## src/hw/rtl/u2a_pkg.sv

```systemverilog
`timescale 1ns / 1ps

package u2a_pkg;

  localparam int unsigned NUM_CELLS  = 16;
  localparam int unsigned CELL_IDX_W = 4;
  localparam int unsigned LEN_W      = 5;

  localparam logic [6:0] CHAR_ZERO    = 7'h30;
  localparam logic [6:0] CHAR_LOWER_X = 7'h78;
  localparam logic [6:0] CHAR_LOWER_A = 7'h61;
  localparam logic [6:0] CHAR_UPPER_A = 7'h41;

  typedef enum logic [1:0] {
    MODE_DEC    = 2'd0,
    MODE_HEX_LO = 2'd1,
    MODE_HEX_UP = 2'd2,
    MODE_PTR    = 2'd3
  } mode_e;

  // Control shared by every digit cell in the row
  typedef struct packed {
    logic clr;
    logic shift;
    logic dec;
  } cell_ctrl_t;

  // One digit (0..15) to its ASCII code
  function automatic logic [6:0] ascii_digit(input logic [3:0] d, input logic upper);
    logic [6:0] base;
    base = upper ? CHAR_UPPER_A : CHAR_LOWER_A;
    if (d < 4'd10) begin
      return CHAR_ZERO + {3'b000, d};
    end else begin
      return base + {3'b000, d} - 7'd10;
    end
  endfunction

endpackage

```

## src/hw/rtl/u2a_cell.sv

```systemverilog
`timescale 1ns / 1ps

// One digit of the conversion row: BCD add-3 correction in decimal,
// plain nibble shift in hex.
module u2a_cell (
  input  logic                clk_i,
  input  u2a_pkg::cell_ctrl_t ctrl_i,
  input  logic                bit_i,
  output logic                bit_o,
  output logic [3:0]          digit_o
);

  logic [3:0] digit_q;
  logic [3:0] adj;

  always_comb begin
    adj = digit_q;
    if (ctrl_i.dec && (digit_q >= 4'd5)) begin
      adj = digit_q + 4'd3;
    end
  end

  assign bit_o   = adj[3];
  assign digit_o = digit_q;

  always_ff @(posedge clk_i) begin
    if (ctrl_i.clr) begin
      digit_q <= 4'd0;
    end else if (ctrl_i.shift) begin
      digit_q <= {adj[2:0], bit_i};
    end
  end

endmodule

```

## src/hw/rtl/unsigned_to_ascii_digits.sv

```systemverilog
`timescale 1ns / 1ps

// Unsigned number to ASCII digit string. One value and a mode are taken per
// input transfer; the block then delivers one output transfer per character,
// most significant first, no leading zeros, with last_o on the final one and
// char_count_o (1..18, "0x" prefix included) on every one. Mode 0 is decimal
// of value_i[31:0], modes 1/2 are lower/upper hex of value_i[31:0], mode 3 is
// "0x" plus lower hex of all 64 bits. Items are handled one at a time: the
// value is shifted one bit per cycle through a row of 16 digit cells (double
// dabble in decimal, plain nibble shift in hex), all 32 bits in modes 0-2 and
// all 64 in mode 3; a sizing state then counts the digits, the characters
// go out one per cycle while the output is not stalled, and the block returns
// to idle. The final character may still wait in the output register while
// the next item is taken.
module unsigned_to_ascii_digits (
  input  logic        clk_i,
  input  logic        rst_ni,
  input  logic        in_valid_i,
  output logic        in_stall_o,
  input  logic [63:0] value_i,
  input  logic [1:0]  mode_i,
  output logic        out_valid_o,
  input  logic        out_stall_i,
  output logic [6:0]  character_o,
  output logic        last_o,
  output logic [4:0]  char_count_o
);

  typedef enum logic [1:0] {
    S_IDLE,
    S_CONV,
    S_SIZE,
    S_EMIT
  } state_e;

  localparam int unsigned NC = u2a_pkg::NUM_CELLS;
  localparam int unsigned LW = u2a_pkg::LEN_W;

  state_e      state_q;
  logic [63:0] val_q;
  logic [5:0]  cnt_q;
  logic        dec_q, upper_q, ptr_q;
  logic [LW-1:0] len_q, pos_q;
  logic        out_valid_q, last_q;
  logic [6:0]  char_q;
  logic [LW-1:0] count_q;

  logic        in_xfer;
  logic        slot_free;
  u2a_pkg::cell_ctrl_t ctrl;
  logic [3:0]  digit [NC];
  logic        carry [NC+1];

  assign in_xfer   = (state_q == S_IDLE) && in_valid_i;
  assign slot_free = !out_valid_q || !out_stall_i;

  assign in_stall_o   = (state_q != S_IDLE);
  assign out_valid_o  = out_valid_q;
  assign character_o  = char_q;
  assign last_o       = last_q;
  assign char_count_o = count_q;

  // Cell row: cell 0 is the least significant digit, fed from the top of val_q
  assign ctrl.clr   = in_xfer;
  assign ctrl.shift = (state_q == S_CONV);
  assign ctrl.dec   = dec_q;
  assign carry[0]   = val_q[63];

  for (genvar i = 0; i < NC; i++) begin : g_cell
    u2a_cell u_cell (
      .clk_i   (clk_i),
      .ctrl_i  (ctrl),
      .bit_i   (carry[i]),
      .bit_o   (carry[i+1]),
      .digit_o (digit[i])
    );
  end

  // Significant digit count, at least one
  logic [LW-1:0] nd;
  logic [LW-1:0] len_d;
  always_comb begin
    nd = LW'(1);
    for (int i = 1; i < NC; i++) begin
      if (digit[i] != 4'd0) begin
        nd = LW'(i + 1);
      end
    end
    len_d = nd + (ptr_q ? LW'(2) : LW'(0));
  end

  // Character at the current position
  logic [LW-1:0] rem;
  logic [u2a_pkg::CELL_IDX_W-1:0] dig_idx;
  logic [6:0]    char_d;
  logic          last_d;
  always_comb begin
    rem     = len_q - LW'(1) - pos_q;
    dig_idx = rem[u2a_pkg::CELL_IDX_W-1:0];
    last_d  = (rem == LW'(0));
    if (ptr_q && (pos_q == LW'(0))) begin
      char_d = u2a_pkg::CHAR_ZERO;
    end else if (ptr_q && (pos_q == LW'(1))) begin
      char_d = u2a_pkg::CHAR_LOWER_X;
    end else begin
      char_d = u2a_pkg::ascii_digit(digit[dig_idx], upper_q);
    end
  end

  always_ff @(posedge clk_i or negedge rst_ni) begin
    if (!rst_ni) begin
      state_q     <= S_IDLE;
      val_q       <= '0;
      cnt_q       <= '0;
      dec_q       <= 1'b0;
      upper_q     <= 1'b0;
      ptr_q       <= 1'b0;
      len_q       <= '0;
      pos_q       <= '0;
      out_valid_q <= 1'b0;
      last_q      <= 1'b0;
      char_q      <= '0;
      count_q     <= '0;
    end else begin
      // output register drains outside the emit state; emit refills it itself
      if (out_valid_q && !out_stall_i && (state_q != S_EMIT)) begin
        out_valid_q <= 1'b0;
      end
      case (state_q)
        S_IDLE: begin
          if (in_valid_i) begin
            dec_q   <= (u2a_pkg::mode_e'(mode_i) == u2a_pkg::MODE_DEC);
            upper_q <= (u2a_pkg::mode_e'(mode_i) == u2a_pkg::MODE_HEX_UP);
            ptr_q   <= (u2a_pkg::mode_e'(mode_i) == u2a_pkg::MODE_PTR);
            if (u2a_pkg::mode_e'(mode_i) == u2a_pkg::MODE_PTR) begin
              val_q <= value_i;
              cnt_q <= 6'd63;
            end else begin
              // narrow modes: low word goes first, MSB leading
              val_q <= {value_i[31:0], 32'd0};
              cnt_q <= 6'd31;
            end
            state_q <= S_CONV;
          end
        end
        S_CONV: begin
          // bit leaving the top cell recirculates; it is never read
          val_q <= {val_q[62:0], carry[NC]};
          if (cnt_q == 6'd0) begin
            state_q <= S_SIZE;
          end else begin
            cnt_q <= cnt_q - 6'd1;
          end
        end
        S_SIZE: begin
          len_q   <= len_d;
          pos_q   <= '0;
          state_q <= S_EMIT;
        end
        S_EMIT: begin
          if (slot_free) begin
            out_valid_q <= 1'b1;
            char_q      <= char_d;
            last_q      <= last_d;
            count_q     <= len_q;
            pos_q       <= pos_q + LW'(1);
            if (last_d) begin
              state_q <= S_IDLE;
            end
          end
        end
        default: begin
          state_q <= S_IDLE;
        end
      endcase
    end
  end

endmodule

```

## config.mk

```make
export PLATFORM = sky130hd
export DESIGN_NAME = unsigned_to_ascii_digits
export DESIGN_NICKNAME = d
export VERILOG_FILES = /design/src/hw/rtl/u2a_pkg.sv /design/src/hw/rtl/u2a_cell.sv /design/src/hw/rtl/unsigned_to_ascii_digits.sv
export SDC_FILE = /design/constraint.sdc
export NUM_CORES = 1
export LEC_CHECK = 0
export BUFFER_PORTS_ARGS = -buffer_cell sky130_fd_sc_hd__buf_2
export CORE_UTILIZATION = 55
export DETAILED_ROUTE_END_ITERATION = 8
export PLACE_DENSITY = 0.84
export SLEW_MARGIN = 5
export SYNTH_ARGS = -nofsm -noshare
export SYNTH_HDL_FRONTEND = slang
export SYNTH_HIERARCHICAL = 1
export SYNTH_SLANG_ARGS = --single-unit
```

## constraint.sdc

```tcl
create_clock -name clk_i -period 4.6 [get_ports clk_i]
set_input_delay 0.46 -clock clk_i [delete_from_list [all_inputs] [get_ports clk_i]]
set_output_delay 0.46 -clock clk_i [all_outputs]
set_load 0.01 [all_outputs]
```

# Yosys cells after proc, flatten, opt, wreduce, memory -nomap -nowiden
# Index checks and enable logic that the tools add are counted.
[classes] add_sub_neg=24 order_cmp=18 n_eq_ne=12 muxes=56 n_bitwise=1 n_reduce_logical=53
[op_table] operator="two-way mux 64 bit" count=2
[op_table] operator="one-hot mux 64 bit (2 select lines)" count=1
[op_table] operator="two-way mux 4 bit" count=18
[op_table] operator="two-way mux 5 bit" count=14
[op_table] operator="adder 4 x 2 -> 4 bit (second input constant)" count=16
[op_table] operator="greater-or-equal comparator 4 x 3 -> 1 bit (second input constant)" count=16
[op_table] operator="nonzero test 4 bit" count=15
[op_table] operator="two-way mux 6 bit" count=4
[op_table] operator="logical AND 1 bit" count=21
[op_table] operator="two-way mux 7 bit" count=3
[op_table] operator="binary-select mux 4 bit (select 4 bit)" count=1
[op_table] operator="two-way mux 2 bit" count=7
[op_table] operator="one-hot mux 6 bit (2 select lines)" count=1
[op_table] operator="logical NOT 5 bit" count=2
[op_table] operator="!= test 2 bit (second input constant)" count=5
[op_table] operator="one-hot mux 5 bit (2 select lines)" count=1
[op_table] operator="== test 2 bit (second input constant)" count=4
[op_table] operator="one-hot mux 2 bit (4 select lines)" count=1
[op_table] operator="AND reduction 2 bit" count=4
[op_table] operator="adder 6 x 4 -> 7 bit (first input constant)" count=1
[op_table] operator="adder 7 x 4 -> 7 bit" count=1
[op_table] operator="subtractor 7 x 4 -> 7 bit (second input constant)" count=1
[op_table] operator="logical NOT 6 bit" count=1
[op_table] operator="nonzero test 2 bit" count=3
[op_table] operator="17 further kinds" count=21
[totals] regBits=163 in_bits=70 output_inout_bits=15

# Depth between registers and ports, before layout
# Gate-level depths: netlist of run 1.
[logic_depth] ltp_word=17 depth_mapped=14 mapped_depth_nobuf=12

# By module
# Netlist of run 1, hierarchy kept.
[modules_own_cells] module="unsigned_to_ascii_digits" n_inst=1 cells_per_inst=690 area_per_inst_um2=5994.5
[modules_own_cells] module="u2a_cell" n_inst=16 cells_per_inst=32 area_per_inst_um2=261.5

# Worst setup path before layout of run 1
# OpenSTA, ideal clock, no wires.
[synth_timing] kind="reg-to-reg" start="register pos_q[0]" end="register char_q[2], in the netlist character_o[2]" setup_ns=0.095 arrival_ns=3.059 required_ns=4.505 setup_slack_ns=1.446 stages_incl_launch_ff=14 path_buffers=2 cell_sequence="dfrtp_1 -> inv_1 -> ha_1 -> inv_1 -> fa_1 -> buf_6 -> buf_6 -> mux4_2 -> mux4_2 -> inv_2 -> ha_1 -> o211ai_1 -> xor2_1 -> o31ai_1"
[synth_between] elab_chain_len=10
[synth_rtl] element="start: declaration" line="unsigned_to_ascii_digits.sv:43" text="logic [LW-1:0] len_q, pos_q;"
[synth_rtl] element="start signal: assignment" line="unsigned_to_ascii_digits.sv:166" text="pos_q <= pos_q + LW'(1);"
[synth_rtl] element="subtractor 5 bit" line="unsigned_to_ascii_digits.sv:98" text="rem = len_q - LW'(1) - pos_q;"
[synth_rtl] element="NOT 4 -> 5 bit (not written as such)" line="unsigned_to_ascii_digits.sv:106" text="char_d = u2a_pkg::ascii_digit(digit[dig_idx], upper_q);"
[synth_rtl] element="binary-select mux 4 bit (select 4 bit)" line="unsigned_to_ascii_digits.sv:106"
[synth_rtl] element="two-way mux 4 bit (not written as such) (2 in series)" line="unsigned_to_ascii_digits.sv:106"
[synth_rtl] element="adder 7 x 4 -> 7 bit" line="u2a_pkg.sv:35" text="return base + {3'b000, d} - 7'd10;"
[synth_rtl] element="subtractor 7 x 4 -> 7 bit" line="u2a_pkg.sv:35"
[synth_rtl] element="two-way mux 7 bit" line="u2a_pkg.sv:32" text="if (d < 4'd10) begin"
[synth_rtl] element="two-way mux 7 bit" line="unsigned_to_ascii_digits.sv:103" text="end else if (ptr_q && (pos_q == LW'(1))) begin"
[synth_rtl] element="two-way mux 7 bit (*)" line="unsigned_to_ascii_digits.sv:101" text="if (ptr_q && (pos_q == LW'(0))) begin"
[synth_rtl] element="end signal: assignment" line="unsigned_to_ascii_digits.sv:163" text="char_q <= char_d;"
[synth_rtl] element="end: declaration" line="unsigned_to_ascii_digits.sv:45" text="logic [6:0] char_q;"
# Mark *: on every way between the ends. The rest lies on a longest branch, timed or not. The select of a mux whose other input is x is not followed.
# A chain may end at the register's enable or synchronous reset.

# Worst setup path after layout of run 1
# Same ends and word-level chain as after synthesis.

==> results of run 1 <==
==> flip-flops by register name, indices dropped and copies added (netlist names), 2 cells and up <==
register,cells
character_o,7
pos_q,5
state_q,2
val_q,64
cnt_q,6
len_q,5
char_count_o,5
g_cell.u_cell/digit_o,64
==> stage by stage <==
step / setup WS [ns] / std cells / cell area, um2
2_1_floorplan: 1.45 / 1202 / 10200
6_report: 1.21 / 1489 / 11300
5_1_grt: 1.01 / 1489 / 11300
4_1_cts: 1.21 / 1489 / 11300
3_3_place_gp: 1.33 / 1457 / 10700
3_5_place_dp: 1.23 / 1457 / 10700
==> cell usage after synthesis (2+ instances only) <==
library cell / n / area (um2)
nor4_1: 7 / 43.8
or3_1: 16 / 100
mux4_1: 7 / 184
xor2_1: 21 / 184
mux2_2: 2 / 22.5
nand2b_1: 34 / 213
nand4_1: 2 / 12.5
o31ai_1: 6 / 45.0
xnor2_1: 5 / 43.8
o2111ai_1: 16 / 140
and2_1: 2 / 12.5
buf_1: 6 / 22.5
nand2_1: 131 / 492
nor3_1: 19 / 95.1
nor2b_1: 2 / 12.5
o21ai_1: 23 / 115
dfxtp_1: 64 / 1280
a21o_1: 3 / 22.5
clkbuf_1: 57 / 214
a22o_1: 2 / 17.5
mux4_2: 12 / 270
nor2_1: 50 / 188
buf_6: 3 / 33.8
nand3b_1: 3 / 22.5
mux2i_1: 21 / 210
o311ai_1: 16 / 140
nor3b_1: 50 / 375
o21ai_0: 122 / 611
a21oi_1: 128 / 641
a311oi_1: 16 / 140
inv_1: 96 / 360
ha_1: 49 / 613
nor3b_2: 16 / 200
or4_1: 28 / 210
dfrtp_1: 99 / 2480
a31oi_1: 4 / 25.0
nand3_1: 49 / 245
==> worst reg2reg max path, stage by stage, from the launching register on <==
cell	delay, ns
dfrtp_1	0.44
inv_1	0.11
ha_1	0.18
inv_1	0.06
fa_1	0.48
buf_4	0.28
mux4_2	0.57
mux4_2	0.48
inv_2	0.08
ha_1	0.15
o211ai_1	0.10
xor2_1	0.16
o31ai_1	0.20
==> layer usage <==
layer / track usage / up-vias / wire, um / part of all wire
met1: 0.335 / 4273 / 10400 / 0.44
met4: 0.112 / 0 / 570 / 0.024
li1: - / 4391 / - / -
met5: 0 / - / 0 / 0
met2: 0.401 / 316 / 11300 / 0.47
met3: 0.0509 / 49 / 1550 / 0.065
==> power groups by stage <==
stage	Sequential [mW]	Clock, mW	Combinational, mW
after floorplan	2.56	0	3.51
after global placement	2.77	0	4.10
after detailed placement	2.79	0	4.29
after CTS	2.77	1.46	4.34
after global routing	2.87	1.51	4.91
final	2.80	1.44	4.36
==> kinds of logic (layout without fill, tap and decap cells) <==
kind of cell             Yosys count  count (layout)  synth area share
AO/OA/AOI/OAI                    344             344             0.193
XOR/XNOR                          27              27            0.0240
adder cells (fa/ha/maj)           50              50            0.0622
buffers and inverters            164             222            0.0628
flip-flops                       163             163             0.369
multiplexers                      42              42            0.0675
AND/OR/NAND/NOR                  412             412             0.221
==> layout make-up <==
class | instances | area share
Timing Repair Buffer | 93 | 0.0444
Inverter | 97 | 0.0322
Tap cell | 229 | 0.0253
Clock inverter | 13 | 0.0129
Clock buffer | 19 | 0.0400
Multi-Input combinational cell | 875 | 0.513
Sequential cell | 163 | 0.332
==> worst min-delay path by stage <==
stage	startpoint	end	depth (start not counted)
after floorplan	rst_ni	char_count_o[0]	0
final	rst_ni	pos_q[2]	1
after global routing	rst_ni	last_o	1
after global placement	char_count_o[2]	char_count_o[2]	2
after detailed placement	char_count_o[0]	char_count_o[0]	2
after CTS	rst_ni	pos_q[3]	1
==> reports/results.txt, run 1 <==
Total negative slack for setup checks: 0 ns. The startpoint identified for the worst register-to-register timing path is pos_q[0]. Initial cell density of the core: 0.565. On the worst path, the slowest cell contributes a delay of 0.57 ns. The die covers 0.0191 mm2. The number of cells on the worst reg-to-reg path works out to 12. The initialized floorplan defines 49 standard-cell rows.

The endpoint identified for the worst register-to-register timing path is character_o[2]. In this run the remaining antenna-violating nets after routing total 0. The netlist uses 52 different library cells.

After detailed routing, the average wire length per cell comes to 16.0 um. The final routed DRC violation total was 0. Placer congestion estimate: 0.855. IR analysis of the VDD net gives a maximum drop of 617 uV. Number of max-capacitance violations reported: 0.

The slowest stage of the critical path belongs to the cell mux4_2. The area growth from synthesis to final layout was 11.2%; the maximum buffer depth of the clock tree was 2. Gates resized during post-CTS repair numbered 0. Leaving out fill and tap cells, the most frequent cells in the layout are 130 x nand2_1, 128 x a21oi_1, 122 x o21ai_0, 99 x dfrtp_1, 95 x inv_1. Among cell families on the critical path, the largest total delay comes from multiplexers.

TritonCTS built the clock tree. The critical path goes through inv_1 > ha_1 > inv_1 > fa_1 > buf_4 > mux4_2 > mux4_2 > inv_2 > ha_1 > o211ai_1 > xor2_1 > o31ai_1. Setup violations remaining at the end of the flow were counted as 0. Between clock sinks in the finished design, the worst skew comes to 0.0101 ns. The number of synthesized register bits is 163.

The synthesized netlist occupies a cell area of 0.0102 mm2. The run finished with clean final reports. Entering global routing, the biggest net connects 166 pins.

After clock tree synthesis, the clock-pin slew on the worst setup and hold paths is 0.07 ns. Counting every instance in the synthesized netlist gives 1,202. In this run, synthesis inferred 0 flip-flops with an integrated enable. The tools report the number of diodes as 0.

Wires add up to 23,800 um. The first global-routing pass estimated 39,900 um of wire. The maximum fanout along the worst path came out at 17. The run gives 15,700 um as the post-detailed-placement half-perimeter wirelength.

The filler cell count in the final layout came out at 1,463. Using the TritonRoute via totals, the vias-per-cell ratio works out to 6.06. Counting every net in the synthesized netlist gives 1,322. The tools report the clock tree root driver cell as clkbuf_16. The final worst hold slack was 0.153 ns; the via count of the first global-routing pass was 8,292. The final worst-path cycle share is 0.736, and the worst path arrival time is 3.73 ns. Counting the buffers created by CTS gives 17. Tracing the worst setup path back leads to its startpoint at pos_q[0]. The total area inside the core boundary comes to 0.0180 mm2. Setup repair after global routing left no endpoint under its margin. The fraction of power spent switching nets was 0.450. After clock tree synthesis, the setup repair step added 0 buffers. Among all flip-flop cells after synthesis, the most frequent one is dfrtp_1. In this run the vertical extent of the chip is 138 um.

The capturing element type of the critical path was a register. Input and output buffers added on the ports amount to 84. Proportion of register bits with asynchronous set or reset after synthesis: 0.607.

In this run the power spent charging and discharging nets is 3.87 mW. 85 I/O pins were placed. The sequential fraction of the synthesis area is 0.369, and the via total after detailed routing is 9,029. The H-tree was split into 4 levels.

For the part of the power in the clock network, the log shows 0.167. Power comes to 8.61 mW. For this block, the initial DRC count from the detailed router was 773. For the worst setup path, the data required time is 4.94 ns. The critical path depth in cells was 12; the worst path buffer plus inverter count was 4.

The multi-input logic area came out at 0.00581 mm2. The run gives 4.73 mW as the internal power summed over all cells. The tools report the number of antenna violations at the first check in global routing as 0. The worst relative slew slack is 0.314. The min-delay analysis places its worst path in the category input port to asynchronous set/reset pin.

For the number of slew-limit violations in the final report, the log shows 0. In this run the worst setup path terminates at character_o[2]. For the pin with the worst max-slew slack, the measured transition is 1.03 ns.

The pre-antenna-repair detailed-routing pass consisted of 5 iterations. The average size of a mapped cell came out at 8.47 um2. Summed over all layers, the global routing overflow is 0.

The tools report the sequential cell fraction of total power as 0.326. The number of hold buffers added after CTS was 0. The number of nets in the final layout was 1,367. The power density normalized to cell area is 760 mW/mm2.

STA classifies the critical path startpoint as a register. In the final layout, flip-flops and latches occupy 0.00376 mm2. Latest clock arrival within the worst-skew pair: 0.43 ns. The layout cell share with drive strength beyond 1 works out to 0.129.

The critical path is of the register to register type. Most common library cell in the layout ignoring fill and taps: nand2_1. The logs give 0.628 for the fraction of the core area covered by cells at the end of the flow and 6 for the total of warnings raised by yosys.

The routed design could run at a clock period as short as 3.39 ns. Setup slack on the worst reg-to-reg path comes out at 1.21 ns. The overall global routing resource usage is 0.253, and the static leakage power is 4.69 nW.

The floorplan die width works out to 138 um. The logs give 295 MHz for the maximum clock frequency and 0.507 for the combinational cell fraction of total power. Hold violation total from the final report: 0.

For the total number of clock tree sinks, the log shows 163.
Power figures use the tool's default switching activity.
==> run 2, diff against run 1 <==
clock period = 3.2 ns   (was 4.6 ns; I/O delays follow)
==> reports/results.txt, run 2 (synthesis results as in run 1) <==
The total number of clock tree sinks came out at 163. The signal on the critical path passes through inv_2 > ha_4 > inv_2 > fa_2 > buf_12 > clkbuf_16 > mux4_2 > mux2i_1 > mux2i_2 > inv_1 > ha_2 > o211ai_1 > xor2_1 > o31ai_1. The number of slew-limit violations in the final report came out at 0. The clock-pin transition on the worst setup and hold timing paths is 0.07 ns, and the filler cell count in the final layout is 1,414. Maximum fanout along the worst path: 6. The dominant delay contributor by cell family on the critical path was adder cells. The final routed DRC violation total was 0. The run gives 0 as the number of max-capacitance violations reported. The run finished, with violations left. The actual slew at the worst max-slew pin works out to 0.788 ns. TritonCTS built the clock tree. Final count of negative-setup-slack endpoints: 3. Floorplan die width: 138 um.

Number of nets still failing antenna checks after routing: 0. The area growth from synthesis to final layout was 13.4%; the number of standard cells in the final layout excluding fillers was 1,509. The top cell types in the final layout, fill and taps aside, are 130 x nand2_1, 128 x a21oi_1, 122 x o21ai_0, 99 x dfrtp_1, 93 x inv_1. The final wirelength was 24,900 um. STA classifies the critical path startpoint as a register. The clock tree synthesis step divided the H-tree into 4 levels. For this run, the slowest stage of the critical path takes 0.59 ns. Subtracting the final worst setup slack from the clock period gives 3.28 ns.

The run gives 846 uV as the maximum ir drop on the vdd rail. The critical path's most frequent cell is inv_2. The worst path buffer plus inverter count came out at 5.

Initial cell density of the core: 0.565. The final reports fail on negative setup slack. For this design the top-level I/O count stands at 85.

The starting DRC count in detailed routing is 836, and the overall global routing resource usage is 0.257. Number of nets in the final layout: 1,387. The first global-routing pass estimated 40,700 um of wire. For this block, the via count after detailed routing is 9,220. TritonCTS created 17 clock buffers. By startpoint and endpoint, the worst setup path is classified as register to register.

The floorplan step defined a die boundary enclosing 0.0191 mm2. Setup total negative slack on the finished layout was measured at -0.102 ns. The hold violation total from the final report was 0.

The run gives 4.78 nW as the static leakage power. Layout cell share with drive strength beyond 1: 0.149. The via count of the first global-routing pass is 8,393, and the final worst-path cycle share is 1.03. The number of antenna violations at the first check in global routing was 0. Setup repair after global routing could not meet its margin everywhere. Number of placed instances, taps included: 1,468.

In the final routed layout, each cell accounts on average for 16.5 um. The placer congestion estimate was 0.865. Detailed placement finished with a half-perimeter wire length of 16,200 um. Derived from the worst setup path, the maximum achievable clock frequency is 305 MHz.

Clock tree synthesis selected as its root buffer the cell clkbuf_16. Class of the worst hold path: input port to register. 0 antenna diodes ended up in the layout. The number of buffer cells added on primary ports was 84. Worst-path cell with the longest stage delay: fa_2. The pre-antenna-repair detailed-routing pass consisted of 5 iterations. The floorplan step defined a core boundary enclosing 0.0180 mm2. The worst clock skew was 0.0126 ns; the maximum number of pins on one net before global-route repair was 82.

Most common library cell in the layout ignoring fill and taps: nand2_1. The required time at the worst-slack endpoint is 3.53 ns. Worst path arrival time: 3.61 ns.

The worst relative slew slack came out at 0.475. Clock latency on the worst-skew pair, taken at its later pin, is 0.43 ns. In the routed layout, each cell is associated on average with a via count of 6.11.

The worst slack after detailed placement is 0.00815 ns, and the die boundary height is 138 um. The tools report the leftover overflow at the end of global routing as 0. Capturing element type of the critical path: a register. The logs give -0.0840 ns for the final worst setup slack and 2 for the maximum buffer depth of the clock tree. The power density normalized to cell area is 1130 mW/mm2, and the total number of placement rows is 49.
run 2: cell types whose count changed in the layout (fill, tap and decap cells not counted), sizes merged:
cell         change
buf             +18
bufinv           -2
clkbuf           -1
clkinv           -1
clkinvlp         +3
dlygate4sd3      +1
inv              +2
run 2: stage by stage:
step                      area [um2]  utilization  total power [mW]  hold slack (ns)
after global routing           11500        0.640              14.0            0.199
after floorplan                10200            -              8.73           0.0244
after global placement         10900        0.602              10.0            0.450
after CTS                      11400        0.634              12.4            0.179
final                          11500        0.640              13.0            0.211
after detailed placement       10900        0.602              10.4            0.451
run 2: worst paths after layout:
check / startpoint / end / slack [ns] / depth (start not counted)
max in group asynchronous: rst_ni / val_q[50] / 1.90 / 3
min reg2reg: upper_q / character_o[5] / 0.47 / 1
max reg2reg: pos_q[0] / character_o[2] / -0.08 / 14
min in group asynchronous: rst_ni / pos_q[3] / 0.52 / 2
max: pos_q[0] / character_o[2] / -0.08 / 14
min: out_stall_i / out_valid_o / 0.21 / 3
run 2: final cells by class:
type	instances	area, um2	area share
Clock buffer	17	425	0.0369
Timing Repair Buffer	113	736	0.0638
Sequential cell	163	3760	0.326
Clock inverter	15	140	0.0121
Multi-Input combinational cell	875	5830	0.505
Tap cell	229	287	0.0248
Inverter	97	364	0.0316
run 2: tightest hold or removal path: stages:
cell      delay [ns]
buf_2           0.09
nand2_1         0.10
nand2b_1        0.09
run 2: what timing repair did:
| action | CTS | global route |
|---|---|---|
| hold endpoints to repair | 24 | 0 |
| pin swaps | 0 | 5 |
| gates resized for setup | 0 | 10 |
| gates cloned | 0 | 1 |
| buffers inserted | 1 | 6 |
| hold buffers | 1 | 0 |
| endpoints found under the setup margin | 1 | 3 |
run 2: power by group:
| group | switching (mW) | leakage [nW] | internal, mW |
|---|---|---|---|
| combinational | 3.89 | 2.73 | 3.11 |
| clock | 0.948 | 0.267 | 1.03 |
| sequential | 1.12 | 1.79 | 2.93 |
run 2: layer usage:
| metal | GRT usage | wire, um |
|---|---|---|
| met2 | 0.407 | 11800 |
| met3 | 0.0533 | 1850 |
| met4 | 0.0902 | 440 |
| met1 | 0.349 | 10800 |
| met5 | 0 | 0 |
==> run 3, diff against run 2 <==
PLACE_DENSITY = 0.87   (was 0.84)
clock period = 2.9 ns   (was 3.2 ns; I/O delays follow)
==> reports/results.txt, run 3 (synthesis results as in run 1) <==
The tools report the final worst setup slack as -0.336 ns. The H-tree was split into 4 levels. The starting DRC count in detailed routing was 999; the core box area was 0.0180 mm2.

TritonCTS built the clock tree. In this run the core area contains 49 standard-cell rows. The critical path in this run is classified as register to register.

The floorplan die width is 138 um, and the total number of clock tree sinks is 163. At the end of routability-driven placement, the weighted congestion stood at 0.884. For the worst flop-to-flop path, the logic depth is 12. In the final layout, the multi-input gates occupy 0.00586 mm2. Leaving out fill and tap cells, the most frequent cell in the layout is nand2_1. Static timing analysis puts the maximum clock frequency at 309 MHz. The first global-routing pass estimated 42,100 um of wire.

The layout cell share with drive strength beyond 1 is 0.158. For this design the total switching power over the nets is 6.62 mW. For this run, design rule violations remaining after detail routing come to 0. The tools report the final wirelength as 25,300 um.

In the final design database the tool counted 1,401 nets. The worst relative slew slack came out at 0.302. Number of buffer cells added on primary ports: 84. For the number of slew-limit violations in the final report, the log shows 0. The biggest cell delay along the critical path is 0.53 ns. For the finished layout, the period the worst path requires is 3.24 ns.

During I/O placement, the number of pins put on the boundary was 85. Data on the critical path is required at its endpoint by 3.21 ns. The signal on the critical path passes through inv_2 > ha_4 > inv_2 > fa_1 > buf_12 > buf_8 > mux4_2 > mux4_2 > buf_6 > nand2b_1 > o21ai_1 > o21ai_1. Fraction of power spent switching nets: 0.448.

In the final routed layout, each cell accounts on average for 16.6 um. The startpoint type of the worst setup path was a register. The top cell types in the final layout, fill and taps aside, are 130 x nand2_1, 127 x a21oi_1, 122 x o21ai_0, 99 x dfrtp_1, 93 x inv_1.

Data on the critical path arrives at its endpoint at 3.55 ns. The internal power of the cells totals 8.18 mW. Timing analysis after detailed placement gives a worst setup slack of -0.283 ns. In the routed layout, each cell is associated on average with a via count of 6.25. The via count of the first global-routing pass is 8,780, and the overall global routing resource usage is 0.267. Maximum fanout along the worst path: 7. The maximum ir drop on the vdd rail was 1530 uV; the latest clock arrival within the worst-skew pair was 0.44 ns.

Relative to the synthesized area, the layout overhead comes to 15.0%. The clock-pin transition on the worst setup and hold timing paths was 0.07 ns. Setup repair after global routing could not meet its margin everywhere. Maximum number of pins on one net before global-route repair: 132.

Final worst-path cycle share: 1.12. Summing all flip-flop and latch instances after layout gives 0.00376 mm2. The total die area is 0.0191 mm2, and the number of buffers added to fix hold violations after cts is 0. The tools report the startpoint of the most critical register-to-register path as pos_q[0]. After routing the design area is 0.0117 mm2. Power spread over the standard cell area amounts to 1260 mW/mm2.

For this run, the detailed router's first-pass iteration total came to 6. Between clock sinks in the finished design, the worst skew comes to 0.0138 ns. The class of the worst hold path was input port to asynchronous set/reset pin.

The number of max-capacitance violations reported came out at 0. Clock tree synthesis selected as its root buffer the cell clkbuf_16. The hold violation total from the final report is 0. Clock tree synthesis inserted a total of 17 buffers. For this design the static power due to leakage is 4.87 nW. The number of antenna violations at the first check in global routing is 1, and the number of nets still failing antenna checks after routing is 0. Measured along the y axis, the die boundary spans 138 um.

For the part of the power in the clock network, the log shows 0.154. The worst setup path is captured at a register. The sequential cell fraction of total power was 0.300; the combinational cell fraction of total power was 0.546.

Setup violations remaining at the end of the flow were counted as 7. For the pin with the worst max-slew slack, the measured transition is 1.05 ns. The via total after detailed routing is 9,523, and the maximum buffer depth of the clock tree is 2.

The initial cell density of the core is 0.565. The run finished, with violations left. The post-detailed-placement half-perimeter wirelength came out at 16,500 um. The layout has 1,341 filler cells.

The tools report the total placed instance area as 0.0110 mm2. Worst-path cell with the longest stage delay: fa_1. The slack of the worst reg-to-reg path came out at -0.34 ns. The tools report the leftover overflow at the end of global routing as 0. The checks that failed: negative setup slack.

In this run the critical register-to-register path is captured at character_o[6].
[run 3: changes by cell type in the layout (fill, tap and decap cells not counted), sizes merged]
cell         before  now
buf             111  127
clkinv            4    1
bufinv            0    2
clkinvlp          4    3
diode             0    1
dlygate4sd3       1    0
inv             104  105
[run 3: timing repair]
action | in CTS | in global routing
buffers inserted | 6 | 3
pin swaps | 7 | 5
endpoints found under the setup margin | 7 | 8
gates resized for setup | 11 | 3
[run 3: stage by stage]
stage / util / hold slack [ns] / power, mW / TNS, ns / cells
after floorplan: - / -0.00559 / 9.70 / -0.537 / 1202
after global placement: 0.609 / 0.449 / 11.3 / -0.617 / 1482
after detailed placement: 0.609 / 0.452 / 11.7 / -1.34 / 1482
after CTS: 0.647 / 0.0596 / 14.4 / -1.86 / 1520
after global routing: 0.650 / 0.110 / 15.9 / -2.35 / 1524
final: 0.650 / 0.0175 / 14.8 / -1.89 / 1524
[run 3: final cells by class]
class                           count  area share
Multi-Input combinational cell    875       0.501
Antenna cell                        1    0.000214
Tap cell                          229      0.0245
Clock buffer                       18      0.0367
Sequential cell                   163       0.321
Timing Repair Buffer              127      0.0717
Inverter                           97      0.0311
Clock inverter                     14      0.0140
[run 3: per-layer routing]
layer / part of all wire / vias up / global-route usage
li1: - / 4470 / -
met2: 0.48 / 391 / 0.434
met4: 0.030 / 0 / 0.104
met3: 0.073 / 86 / 0.0582
met1: 0.41 / 4576 / 0.347
met5: 0 / - / 0
[run 3: worst max-delay path, delay by kind of cell, from the launching register on]
family / cells / cell delay, ns
mux: 2 / 1.05
compound gates: 2 / 0.24
flops: 1 / 0.40
buf+inv: 5 / 0.58
simple gates: 1 / 0.18
fa+ha+maj: 2 / 0.66
[run 3: power groups by stage]
stage / logic (mW) / clock network (mW) / registers, mW
3_3_place_gp: 6.97 / 0 / 4.36
3_5_place_dp: 7.33 / 0 / 4.41
5_1_grt: 8.93 / 2.42 / 4.57
6_report: 8.07 / 2.28 / 4.44
2_1_floorplan: 5.64 / 0 / 4.06
4_1_cts: 7.74 / 2.32 / 4.38
[run 3: worst max path at each step]
stage / from / to / slack, ns / depth (start not counted)
finish: pos_q[0] / character_o[6] / -0.34 / 12
global route: pos_q[0] / character_o[6] / -0.42 / 12
CTS: pos_q[0] / character_o[2] / -0.34 / 11
detailed placement: pos_q[0] / character_o[2] / -0.28 / 12
global placement: pos_q[0] / character_o[2] / -0.16 / 12
floorplan: pos_q[0] / character_o[2] / -0.24 / 13
